===== config.mk =====
export PLATFORM = sky130hd
export DESIGN_NAME = differential_drive_mixer_pwm
export DESIGN_NICKNAME = d
export VERILOG_FILES = /design/src/design/ddm_pkg.sv /design/src/design/differential_drive_mixer_pwm.sv /design/src/design/ddm_mixer.sv /design/src/design/ddm_side.sv
export SDC_FILE = /design/constraint.sdc
export NUM_CORES = 1
export LEC_CHECK = 0
export ABC_AREA = 1
export BUFFER_PORTS_ARGS = -buffer_cell sky130_fd_sc_hd__buf_2
export CORE_UTILIZATION = 59
export CTS_CLUSTER_DIAMETER = 50
export DETAILED_ROUTE_END_ITERATION = 6
export PLACE_DENSITY = 0.82
export SYNTH_ARGS = -nofsm -noshare
export SYNTH_HDL_FRONTEND = slang
export SYNTH_SLANG_ARGS = --single-unit

===== constraint.sdc =====
create_clock -name aclk -period 11.3 [get_ports aclk]
set_input_delay 0.565 -clock aclk [delete_from_list [all_inputs] [get_ports aclk]]
set_output_delay 0.565 -clock aclk [all_outputs]
set_load 0.005 [all_outputs]

===== src/design/ddm_pkg.sv =====
// ddm_pkg: shared types, constants and register codes for the differential drive mixer
// no dependencies; used by every module of the mixer by scoped names

package ddm_pkg;

    // default half scale of the wheel range (centre value)
    localparam int HALF_SCALE_DEF = 250;

    // register reset values
    localparam logic [5:0]  TURN_GAIN_RST     = 6'd16;
    localparam logic [11:0] DUTY_OFFSET_RST   = 12'd1750;
    localparam logic [11:0] BRAKE_COMPARE_RST = 12'd2000;

    // largest compare value
    localparam logic [11:0] COMPARE_MAX = 12'hFFF;

    // configuration register codes (word address paddr[3:2])
    typedef enum logic [1:0] {
        REG_TURN_GAIN     = 2'd0,
        REG_DUTY_OFFSET   = 2'd1,
        REG_BRAKE_COMPARE = 2'd2
    } ddm_reg_t;

    // input command word
    typedef struct packed {
        logic [7:0] speed_magnitude;
        logic       speed_forward;
        logic [7:0] turn_amount;
        logic       turn_right;
    } ddm_in_t;

    // result word
    typedef struct packed {
        logic [7:0]  left_drive;
        logic        left_direction;
        logic [7:0]  right_drive;
        logic        right_direction;
        logic [11:0] left_compare;
        logic        left_fwd_pin;
        logic        left_rev_pin;
        logic [11:0] right_compare;
        logic        right_fwd_pin;
        logic        right_rev_pin;
    } ddm_out_t;

    // per-wheel drive result
    typedef struct packed {
        logic [7:0]  duty;
        logic        direction;
        logic [11:0] compare;
        logic        fwd_pin;
        logic        rev_pin;
    } ddm_side_t;

endpackage


===== src/design/differential_drive_mixer_pwm.sv =====
// differential_drive_mixer_pwm: top level with register port, input and result registers
// depends on ddm_pkg, ddm_mixer, ddm_side

// Differential drive mixer: each command word (speed magnitude and direction, turn
// magnitude and direction) yields one result word with both wheels' duty, direction,
// timer compare value and drive pin levels. An accepted word sits in the input register,
// and its result is loaded into the result register once that register is empty or taken,
// which raises m_valid. The work between the two registers is one 8x6 multiply, a few adds
// and clamps per wheel, so the block takes one word per cycle whenever the result side
// keeps taking words. Registers (turn_gain at 0x0, duty_offset at 0x4, brake_compare at
// 0x8) must be written only while the block is idle, which the block itself does not
// enforce; each write applies to every word after that.

module differential_drive_mixer_pwm #(
    parameter int HALF_SCALE = ddm_pkg::HALF_SCALE_DEF
) (
    input  logic              aclk,
    input  logic              aresetn,
    // command channel
    input  logic              s_valid,
    output logic              s_ready,
    input  ddm_pkg::ddm_in_t  s_data,
    // result channel
    output logic              m_valid,
    input  logic              m_ready,
    output ddm_pkg::ddm_out_t m_data,
    // register port
    input  logic              psel,
    input  logic              penable,
    input  logic              pwrite,
    input  logic [3:0]        paddr,
    input  logic [31:0]       pwdata,
    output logic [31:0]       prdata,
    output logic              pready
);

    localparam int OW = $clog2(2 * HALF_SCALE + 1);

    logic [5:0]         turn_gain_reg;
    logic [11:0]        duty_offset_reg;
    logic [11:0]        brake_compare_reg;
    logic               cfg_write;

    logic               in_valid_reg;
    ddm_pkg::ddm_in_t   in_data_reg;
    logic               out_valid_reg;
    ddm_pkg::ddm_out_t  out_data_reg;
    ddm_pkg::ddm_out_t  out_data_next;
    logic               advance;

    logic [OW-1:0]      left_value;
    logic [OW-1:0]      right_value;
    ddm_pkg::ddm_side_t left_side;
    ddm_pkg::ddm_side_t right_side;

    // register write
    assign pready    = 1'b1;
    assign cfg_write = psel & penable & pwrite & pready;

    always_ff @(posedge aclk) begin
        if (!aresetn) begin
            turn_gain_reg     <= ddm_pkg::TURN_GAIN_RST;
            duty_offset_reg   <= ddm_pkg::DUTY_OFFSET_RST;
            brake_compare_reg <= ddm_pkg::BRAKE_COMPARE_RST;
        end else if (cfg_write) begin
            case (paddr[3:2])
                ddm_pkg::REG_TURN_GAIN:     turn_gain_reg     <= pwdata[5:0];
                ddm_pkg::REG_DUTY_OFFSET:   duty_offset_reg   <= pwdata[11:0];
                ddm_pkg::REG_BRAKE_COMPARE: brake_compare_reg <= pwdata[11:0];
                default: ;
            endcase
        end
    end

    // register read
    always_comb begin
        case (paddr[3:2])
            ddm_pkg::REG_TURN_GAIN:     prdata = {26'd0, turn_gain_reg};
            ddm_pkg::REG_DUTY_OFFSET:   prdata = {20'd0, duty_offset_reg};
            ddm_pkg::REG_BRAKE_COMPARE: prdata = {20'd0, brake_compare_reg};
            default:                    prdata = 32'd0;
        endcase
    end

    // pipeline flow: result stage moves when empty or taken
    assign advance = ~out_valid_reg | m_ready;
    assign s_ready = ~in_valid_reg | advance;

    // input register
    always_ff @(posedge aclk) begin
        if (!aresetn) begin
            in_valid_reg <= 1'b0;
        end else if (s_ready) begin
            in_valid_reg <= s_valid;
        end
    end

    always_ff @(posedge aclk) begin
        if (s_ready & s_valid) begin
            in_data_reg <= s_data;
        end
    end

    // mixing and per-wheel drive
    ddm_mixer #(
        .HALF_SCALE(HALF_SCALE)
    ) u_mixer (
        .cmd        (in_data_reg),
        .turn_gain  (turn_gain_reg),
        .left_value (left_value),
        .right_value(right_value)
    );

    ddm_side #(
        .HALF_SCALE(HALF_SCALE)
    ) u_left (
        .value        (left_value),
        .duty_offset  (duty_offset_reg),
        .brake_compare(brake_compare_reg),
        .side         (left_side)
    );

    ddm_side #(
        .HALF_SCALE(HALF_SCALE)
    ) u_right (
        .value        (right_value),
        .duty_offset  (duty_offset_reg),
        .brake_compare(brake_compare_reg),
        .side         (right_side)
    );

    // result word assembly
    always_comb begin
        out_data_next.left_drive      = left_side.duty;
        out_data_next.left_direction  = left_side.direction;
        out_data_next.right_drive     = right_side.duty;
        out_data_next.right_direction = right_side.direction;
        out_data_next.left_compare    = left_side.compare;
        out_data_next.left_fwd_pin    = left_side.fwd_pin;
        out_data_next.left_rev_pin    = left_side.rev_pin;
        out_data_next.right_compare   = right_side.compare;
        out_data_next.right_fwd_pin   = right_side.fwd_pin;
        out_data_next.right_rev_pin   = right_side.rev_pin;
    end

    // result register
    always_ff @(posedge aclk) begin
        if (!aresetn) begin
            out_valid_reg <= 1'b0;
        end else if (advance) begin
            out_valid_reg <= in_valid_reg;
        end
    end

    always_ff @(posedge aclk) begin
        if (advance & in_valid_reg) begin
            out_data_reg <= out_data_next;
        end
    end

    assign m_valid = out_valid_reg;
    assign m_data  = out_data_reg;

endmodule


===== src/design/ddm_mixer.sv =====
// ddm_mixer: arcade mixing of speed and turn into clamped left and right wheel values
// depends on ddm_pkg (input word type)

module ddm_mixer #(
    parameter int HALF_SCALE = ddm_pkg::HALF_SCALE_DEF,
    localparam int FULL = 2 * HALF_SCALE,
    localparam int OW   = $clog2(FULL + 1)
) (
    input  ddm_pkg::ddm_in_t cmd,
    input  logic [5:0]       turn_gain,
    output logic [OW-1:0]    left_value,
    output logic [OW-1:0]    right_value
);

    // working width holds centre plus unsaturated turn with sign
    localparam int VW = $clog2(4 * HALF_SCALE + 1024) + 1;
    localparam logic signed [VW-1:0] HALF_V = VW'(HALF_SCALE);
    localparam logic signed [VW-1:0] FULL_V = VW'(FULL);

    logic [13:0]          product;
    logic signed [VW-1:0] mag;
    logic signed [VW-1:0] turn_raw;
    logic signed [VW-1:0] turn;
    logic signed [VW-1:0] centre;
    logic signed [VW-1:0] fast_raw;
    logic signed [VW-1:0] slow_raw;
    logic signed [VW-1:0] fast;
    logic signed [VW-1:0] slow;
    logic [OW-1:0]        fast_v;
    logic [OW-1:0]        slow_v;

    // speed saturated to half scale and centred
    always_comb begin
        mag = $signed(VW'(cmd.speed_magnitude));
        if (mag > HALF_V) begin
            mag = HALF_V;
        end
        centre = cmd.speed_forward ? (HALF_V + mag) : (HALF_V - mag);
    end

    // turn term: magnitude times gain in sixteenths, saturated at full scale
    always_comb begin
        product  = 14'(cmd.turn_amount) * 14'(turn_gain);
        turn_raw = $signed(VW'(product[13:4]));
        turn     = (turn_raw > FULL_V) ? FULL_V : turn_raw;
    end

    // fast and slow wheels, pair shifted back into range
    always_comb begin
        fast_raw = centre + turn;
        slow_raw = centre - turn;
        if (fast_raw > FULL_V) begin
            fast = FULL_V;
            slow = FULL_V - turn;
        end else if (slow_raw < 0) begin
            fast = turn;
            slow = '0;
        end else begin
            fast = fast_raw;
            slow = slow_raw;
        end
        fast_v = OW'(fast);
        slow_v = OW'(slow);
    end

    // turn direction picks the slow side
    assign left_value  = cmd.turn_right ? fast_v : slow_v;
    assign right_value = cmd.turn_right ? slow_v : fast_v;

endmodule


===== src/design/ddm_side.sv =====
// ddm_side: one wheel's duty, direction, timer compare and drive pins
// depends on ddm_pkg (side result type, compare limit)

module ddm_side #(
    parameter int HALF_SCALE = ddm_pkg::HALF_SCALE_DEF,
    localparam int OW = $clog2(2 * HALF_SCALE + 1)
) (
    input  logic [OW-1:0]      value,
    input  logic [11:0]        duty_offset,
    input  logic [11:0]        brake_compare,
    output ddm_pkg::ddm_side_t side
);

    localparam int DW = OW + 1;
    localparam logic signed [DW-1:0] HALF_V = DW'(HALF_SCALE);

    logic signed [DW-1:0] delta;
    logic [DW-1:0]        delta_abs;
    logic [7:0]           duty;
    logic                 up;
    logic                 active;
    logic [12:0]          sum;

    // distance from centre, duty keeps the low eight bits
    always_comb begin
        delta     = $signed({1'b0, value}) - HALF_V;
        up        = delta > 0;
        delta_abs = (delta < 0) ? DW'(-delta) : DW'(delta);
        duty      = 8'(delta_abs);
        active    = duty != 8'd0;
    end

    // compare: offset plus duty, saturated; brake value for zero duty
    always_comb begin
        sum = {1'b0, duty_offset} + 13'(duty);
        side.duty      = duty;
        side.direction = up;
        if (!active) begin
            side.compare = brake_compare;
        end else if (sum[12]) begin
            side.compare = ddm_pkg::COMPARE_MAX;
        end else begin
            side.compare = sum[11:0];
        end
        side.fwd_pin = active & up;
        side.rev_pin = active & ~up;
    end

endmodule


Yosys cells after proc, flatten, opt, wreduce, memory -nomap -nowiden
Index checks and enable logic that the tools add are counted.
{"block": "totals", "regBits": 96, "latch_bits": 0, "ramBits": 0, "rom_bits": 0, "elab_cells": 77, "memories": 0}
{"block": "op_classes", "addsub": 11, "multipliers": 1, "div_mod_pow": 0, "magnitude_cmp": 8, "eq_ne": 2, "shifts": 0, "mux": 16, "n_bitwise": 14, "n_reduce_logical": 6}
{"cell": "12-bit two-way mux", "count": 5}
{"cell": "9-bit two-way mux", "count": 6}
{"cell": "12-bit one-hot mux with 3 select lines", "count": 1}
{"cell": "12-bit by 8-bit adder with 13-bit output", "count": 2}
{"cell": "8-bit two-way mux", "count": 3}
{"cell": "10-bit by 1-bit greater-than comparator with 1-bit output, second input constant", "count": 2}
{"cell": "10-bit by 1-bit < comparator with 1-bit output, second input constant", "count": 2}
{"cell": "9-bit by 8-bit subtractor with 10-bit output, second input constant", "count": 2}
{"cell": "8-bit negation", "count": 2}
{"cell": "8-bit nonzero test", "count": 2}
{"cell": "8-bit by 6-bit multiplier with 14-bit output", "count": 1}
{"cell": "12-bit by 11-bit adder with 12-bit output", "count": 1}
{"cell": "12-bit by 10-bit greater-than comparator with 1-bit output, second input constant", "count": 1}
{"cell": "12-bit by 1-bit < comparator with 1-bit output, second input constant", "count": 1}
{"cell": "12-bit by 11-bit subtractor with 12-bit output", "count": 1}
{"cell": "10-bit by 9-bit greater-than comparator with 1-bit output, second input constant", "count": 1}
{"cell": "10-bit two-way mux", "count": 1}
{"cell": "8-bit by 8-bit adder with 9-bit output, first input constant", "count": 1}
{"cell": "5-bit by 9-bit subtractor with 9-bit output, first input constant", "count": 1}
{"cell": "8-bit by 8-bit subtractor with 9-bit output, first input constant", "count": 1}
{"cell": "1-bit bitwise AND", "count": 8}
{"cell": "8-bit greater-than comparator, second input constant", "count": 1}
{"cell": "2-bit AND reduction", "count": 3}
{"cell": "1-bit NOT", "count": 4}
{"cell": "other kinds (4)", "count": 5}

Longest topological paths before layout
Gate-level depths: netlist (run 1).
{"block": "logic_depth", "word_depth": 15, "mapped_depth": 68, "depth_no_buf": 67}

By module
A second synthesis (run 1) with hierarchy kept.
{"block": "unflattened", "hier_cells": 1429, "hier_area_um2": 9872.0}
{"module": "ddm_mixer", "instances": 1, "cells_each": 655, "area_each_um2": 3787.4, "seq_area_each_um2": 0.0}
{"module": "differential_drive_mixer_pwm", "instances": 1, "cells_each": 310, "area_each_um2": 3557.2, "seq_area_each_um2": 2562.5}
{"module": "ddm_side at u_left", "instances": 1, "cells_each": 232, "area_each_um2": 1287.5, "seq_area_each_um2": 0.0}
{"module": "ddm_side at u_right", "instances": 1, "cells_each": 232, "area_each_um2": 1239.9, "seq_area_each_um2": 0.0}

Least setup slack after synthesis (run 1)
Ideal clock, no wire load.
{"block": "synth_path", "kind": "reg-to-reg", "start": "reg turn_gain_reg[5]", "end": "reg out_data_reg (netlist bit m_data[27]), data pin", "setup_ps": 252, "arrival_time_ps": 8571, "required_ps": 11048, "path_slack_ps": 2477, "path_stages_with_launch": 59, "n_path_buf": 2, "period_less_slack_ps": 8823, "path_cell_list": "dfxtp_1 -> clkbuf_1 -> nand2_1 -> fa_1 -> inv_1 -> fa_1 -> inv_1 -> fa_1 -> inv_1 -> ha_1 -> nand2_1 -> nand2_1 -> a31oi_1 -> nand3_2 -> nand2_2 -> nor2_4 -> nand3_4 -> nand2_4 -> (+23 left out) -> a21oi_4 -> nand2_1 -> o21ai_0 -> fa_1 -> nand2_1 -> inv_1 -> o21ai_0 -> nand2_1 -> a21oi_1 -> o21ai_0 -> a21o_1 -> a21oi_1 -> inv_1 -> nand2_1 -> a21boi_0 -> o21ai_0 -> nand2_1 -> nand2_1"}
{"element": "start: declaration", "line": "differential_drive_mixer_pwm.sv:39", "source": "logic [5:0] turn_gain_reg;"}
{"element": "start signal: assignment", "line": "differential_drive_mixer_pwm.sv:62", "source": "turn_gain_reg <= ddm_pkg::TURN_GAIN_RST;"}
{"element": "start signal: assignment", "line": "differential_drive_mixer_pwm.sv:67", "source": "ddm_pkg::REG_TURN_GAIN: turn_gain_reg <= pwdata[5:0];"}
{"element": "end signal: assignment", "line": "differential_drive_mixer_pwm.sv:157", "source": "out_data_reg <= out_data_next;"}
{"element": "end: declaration", "line": "differential_drive_mixer_pwm.sv:47", "source": "ddm_pkg::ddm_out_t out_data_reg;"}

==> run summary, run 1 <==
Run status -> finished clean
Vias -> 8714
CTS tree -> built
Synth unique cells -> 52
Worst Setup End Kind -> flip-flop
Worst slew pin tran -> 0.845 ns
Root buffer cell -> clkbuf_16
Number of synthesized flops with an enable pin -> 64
Part of the cycle the worst path needs -> 0.906
Synth Instances -> 1353
Post-layout min period -> 10.24 ns
Global-route wire length before repair -> 36000 um
Gr ovfl total -> 0
FF-to-FF path depth -> 58
Reg power frac -> 0.254
Final GP Congestion -> 0.956
Syn Std Cell Area -> 9630 um^2
Die height -> 130 um
CP most frequent cell -> nand2_1
VDD IR max -> 0.0985 mV
Final ANT Viol Nets -> 0
Power Density -> 182 nW/um^2
Crit. Startpoint -> in_data_reg[2]
Fin Clk Skew -> 0.0117 ns
Final Cell Area -> 10400 um^2
Max H-tree Level -> 3
Total CTS buffers -> 9
Worst skew pair latency -> 0.36 ns
Number of global-route vias before repair -> 7717
Slew HR -> 0.434
CP Capture Point -> m_data[27]
Mean Syn Cell Area -> 7.12 um^2
Cts hold-fix bufs -> 0
Vias per std cell -> 5.27
Fillcell total -> 1407
Slowest-stage cell, CP -> fa_1
All-Layer GR Usage -> 0.272
Clk buf depth -> 2
Comb power frac -> 0.589
Final slew viol count -> 0
Clock share of power -> 0.157
RSZ-0062 raised after global routing -> false
Antenna diode count -> 0
Yosys warning count -> 0
First-pass DRT Iterations -> 5
Hold crit path type -> in2reg
# Post-CTS Setup Buffers -> 0
Final Hold Fails -> 0
Number of synthesized register bits -> 96
Initial DRC count -> 790
Clk pin slew, worst setup/hold paths -> 0.07 ns
Area grow syn2layout -> 8.23%
Boundary Pins -> 142
Switching fraction of total power -> 0.465
Residual DRC -> 0
Max FFs per register -> 46
Startpoint types -> flip-flop
Die area -> 16800 um^2
Final nets -> 1590
FP Rows -> 46
Max Cap Violations -> 0
Slowest stage delay, CP -> 0.56 ns
Core ar. -> 15900 um^2
Total design power -> 1.90 mW
F_max -> 0.0977 GHz
Setup TNS -> 0 ns
Largest net degree at the start of global routing -> 47
Hpwl dp -> 17700 um
Clk sinks -> 96
Setup Crit Path Kind -> reg2reg
Main synth FF type -> edfxtp_1
CP required -> 11.40 ns
Average wire per standard cell -> 13.5 um
Asr flop ratio synth -> 0
R2R Setup Slk -> 1.06 ns
Internal cell power -> 1.02 mW
Crit path max fanout -> 18
Die width -> 130 um
Initial antenna violation count -> 0
DRT Wirelength -> 22300 um
Final setup vio count -> 0
Worst reg2reg endpoint -> m_data[27]
Cts repair resizes -> 0
Initial Util -> 0.606
Share of post-route cells with drive strength above 1 -> 0.170
Worst Path Arrival -> 10.34 ns
Port bufs -> 98
Critical R2R Launch -> in_data_reg[2]
Sequential fraction of the synthesis area -> 0.266
Placed cell area -> 10100 um^2
Pleak -> 5.55 nW
Net Sw Power -> 0.882 mW
==> cell families after synthesis <==
family,Yosys count,synth area share
AOI/OAI and AO/OA,136,0.0835
xor gates and xnor gates,27,0.0265
other,2,0.000780
and+or+nand+nor,729,0.353
DFF,96,0.266
adders and majority gates,97,0.149
buffers and inverters,266,0.122
==> power groups by stage <==
stage	sequential, mW	combinational [mW]	clock (mW)
finish	0.483	1.12	0.297
global route	0.489	1.27	0.315
CTS	0.483	1.11	0.303
detailed placement	0.491	1.10	0
global placement	0.490	1.07	0
floorplan	0.492	0.874	0
==> cells in the mapped netlist (5+ instances only) <==
cell	instances	area share
clkbuf_1	12	0.0047
inv_1	194	0.076
dfxtp_1	32	0.067
nand4_1	18	0.012
and2_1	5	0.0032
nor2_4	7	0.0082
nor3_1	5	0.0026
xnor2_1	13	0.012
o21ai_0	58	0.030
nand2_1	386	0.15
ha_1	68	0.088
nand2_4	11	0.013
a21oi_1	41	0.021
buf_2	5	0.0026
or2_2	5	0.0032
o21ai_1	7	0.0036
xor2_1	13	0.012
inv_2	14	0.0055
fa_1	29	0.060
nand3_1	126	0.065
nand3_2	7	0.0073
buf_6	6	0.0070
edfxtp_1	64	0.20
nand3b_1	5	0.0039
nand2_2	50	0.032
nor2_2	9	0.0058
nor2_1	87	0.034
buf_4	28	0.022
==> cell usage in the layout, fill, tap and decap left out, types with 7 or more instances in the layout <==
cell	instances
fa_1	29
xnor2_1	13
nand2_4	11
nor2_2	10
nand2_2	50
inv_1	194
nor2_4	7
nor2_1	86
nand3_1	126
nand2_1	386
inv_2	14
o21ai_1	7
a21oi_1	40
dfxtp_1	29
edfxtp_1	64
xor2_1	13
conb_1	24
clkbuf_16	9
o21ai_0	58
nand3_2	7
buf_2	98
nand4_1	18
ha_1	68
==> how the worst min path moves through the flow <==
| stage | start | slack, ns | to | cells past startpoint |
|---|---|---|---|---|
| 2_1_floorplan | in_valid_reg | 0.45 | m_valid | 2 |
| 3_5_place_dp | m_valid | 0.52 | m_valid | 2 |
| 6_report | s_data[5] | 0.38 | in_data_reg[5] | 1 |
| 4_1_cts | s_data[5] | 0.37 | in_data_reg[5] | 1 |
| 5_1_grt | s_data[5] | 0.37 | in_data_reg[5] | 1 |
| 3_3_place_gp | in_valid_reg | 0.51 | m_valid | 2 |
==> area by class of cell <==
cell class	instances	area (um^2)	area share
inverters	213	807	0.0774
repair buffers	99	498	0.0478
well taps	216	270	0.0259
multi-input cells	1013	5990	0.575
clock buffers	9	225	0.0216
flip-flops and latches	96	2570	0.246
clock inverters	7	65.1	0.00624
==> through the flow <==
step / hold slack (ns) / worst slack, ns / instances / utilization
3_5_place_dp: 0.520 / 1.05 / 1637 / 0.638
6_report: 0.379 / 1.06 / 1653 / 0.656
4_1_cts: 0.371 / 0.987 / 1653 / 0.656
2_1_floorplan: 0.448 / 2.48 / 1375 / -
5_1_grt: 0.366 / 0.0311 / 1653 / 0.656
3_3_place_gp: 0.514 / 1.21 / 1637 / 0.638
==> critical path: cells and delay by family (launching register included) <==
family,cells,cell delay [ns]
AOI/OAI and AO/OA,11,1.82
adders and majority gates,8,3.38
buffers and inverters,9,0.74
DFF,1,0.52
and+or+nand+nor,30,3.48
==> layer usage <==
metal / track usage / vias up / share of wire
met1: 0.365 / 3909 / 0.43
met3: 0.0541 / 38 / 0.083
li1: - / 4425 / -
met4: 0.0780 / 0 / 0.019
met5: 0 / - / 0
met2: 0.445 / 342 / 0.46
Note: power is estimated with default switching activity, not from simulation.
==> inputs of run 2 (changes only) <==
--- a/config.mk
+++ b/config.mk
@@ -11,6 +11,7 @@
 export CTS_CLUSTER_DIAMETER = 50
 export DETAILED_ROUTE_END_ITERATION = 6
 export PLACE_DENSITY = 0.82
+export RECOVER_POWER = 50
 export SYNTH_ARGS = -nofsm -noshare
 export SYNTH_HDL_FRONTEND = slang
 export SYNTH_SLANG_ARGS = --single-unit
==> run summary, run 2 (same netlist as run 1, synthesis figures left out) <==
Clk buf depth -> 2
Average wire per standard cell -> 13.5 um
Final slew viol count -> 47
Critical R2R Launch -> in_data_reg[2]
Clk pin slew, worst setup/hold paths -> 0.08 ns
Failing checks -> capacitance limit, slew limit
All-Layer GR Usage -> 0.272
CTS tree -> built
Worst skew pair latency -> 0.36 ns
Crit. Startpoint -> in_data_reg[2]
Setup Crit Path Kind -> reg2reg
FP Rows -> 46
Die width -> 130 um
Max FFs per register -> 46
Global-route wire length before repair -> 36000 um
CP required -> 11.41 ns
Initial DRC count -> 798
DRT Wirelength -> 22400 um
Run status -> complete, but fails checks
Die area -> 16800 um^2
Final GP Congestion -> 0.956
Most common cell after layout, fill and taps aside -> nand2_1
Root buffer cell -> clkbuf_16
Worst slew pin tran -> 2.32 ns
Die height -> 130 um
Final nets -> 1590
VDD IR max -> 0.0962 mV
Hpwl dp -> 17700 um
First-pass DRT Iterations -> 6
Slew HR -> -0.546
Total CTS buffers -> 9
Startpoint types -> flip-flop
Final setup vio count -> 0
Worst Setup End Kind -> flip-flop
Final Cell Area -> 10400 um^2
Max H-tree Level -> 3
Final ANT Viol Nets -> 0
Slowest stage delay, CP -> 0.56 ns
Area grow syn2layout -> 7.68%
Gr ovfl total -> 0
Hold path startpoint -> s_data[6]
Fin util -> 0.653
Initial antenna violation count -> 0
Worst hold slack -> 0.378 ns
Core ar. -> 15900 um^2
Placed cell area -> 10100 um^2
F_max -> 0.0976 GHz
Port bufs -> 98
Crit path max fanout -> 18
Power Density -> 183 nW/um^2
Post-layout min period -> 10.25 ns
Vias -> 8731
Pleak -> 5.44 nW
CP most frequent cell -> nand2_1
Critical path buffers and inverters -> 9
Setup TNS -> 0 ns
Antenna diode count -> 0
Number of global-route vias before repair -> 7717
Most frequent cells in the layout -> 386 x nand2_1, 194 x inv_1, 126 x nand3_1, 86 x nor2_1, 68 x ha_1
Worst Path Arrival -> 10.35 ns
Hold crit path type -> in2reg
Max Cap Violations -> 1
Initial Util -> 0.606
Vias per std cell -> 5.28
# Post-CTS Setup Buffers -> 0
Part of the cycle the worst path needs -> 0.907
Boundary Pins -> 142
Share of post-route cells with drive strength above 1 -> 0.141
Critical path's top delay family -> simple AND/OR/NAND/NOR gates
Fin Clk Skew -> 0.0123 ns
Residual DRC -> 0
Final Hold Fails -> 0
Slowest-stage cell, CP -> fa_1
Largest net degree at the start of global routing -> 47
Clk sinks -> 96
RSZ-0062 raised after global routing -> false
run 2: layout make-up:
class,instances,area [um^2]
clock inverters,7,65.1
fillers,1424,5510
multi-input cells,1013,5990
flip-flops and latches,96,2570
inverters,213,807
clock buffers,9,225
repair buffers,99,444
well taps,216,270
run 2: path summary, 6_finish.rpt:
kind	slack [ns]	depth (start not counted)	end
worst max-delay path	1.05	58	m_data[27]
worst min-delay path	0.38	1	in_data_reg[6]
worst max register to register	1.05	58	m_data[27]
worst min register to register	0.53	2	m_valid
run 2: report_power, final:
part           switching, mW  internal (mW)
Clock                  0.145          0.154
Sequential            0.0209          0.464
Combinational          0.719          0.390
Total                  0.885           1.01
run 2: routing by layer:
layer,track usage,part of all wire,vias up
met2,0.445,0.47,331
met4,0.0780,0.017,0
met3,0.0541,0.073,34
li1,-,-,4425
met5,0,0,-
met1,0.365,0.44,3941
run 2: what timing repair did:
item | CTS | global route
hold buffers | 0 | 0
resized for setup | 0 | 4
endpoints found under the setup margin | 0 | 1
run 2: metrics by stage:
stage,power (mW),instances,setup WS [ns]
2_1_floorplan,1.37,1375,2.48
3_3_place_gp,1.56,1637,1.21
3_5_place_dp,1.59,1637,1.05
4_1_cts,1.90,1653,0.987
5_1_grt,2.07,1653,0.0311
6_report,1.89,1653,1.05
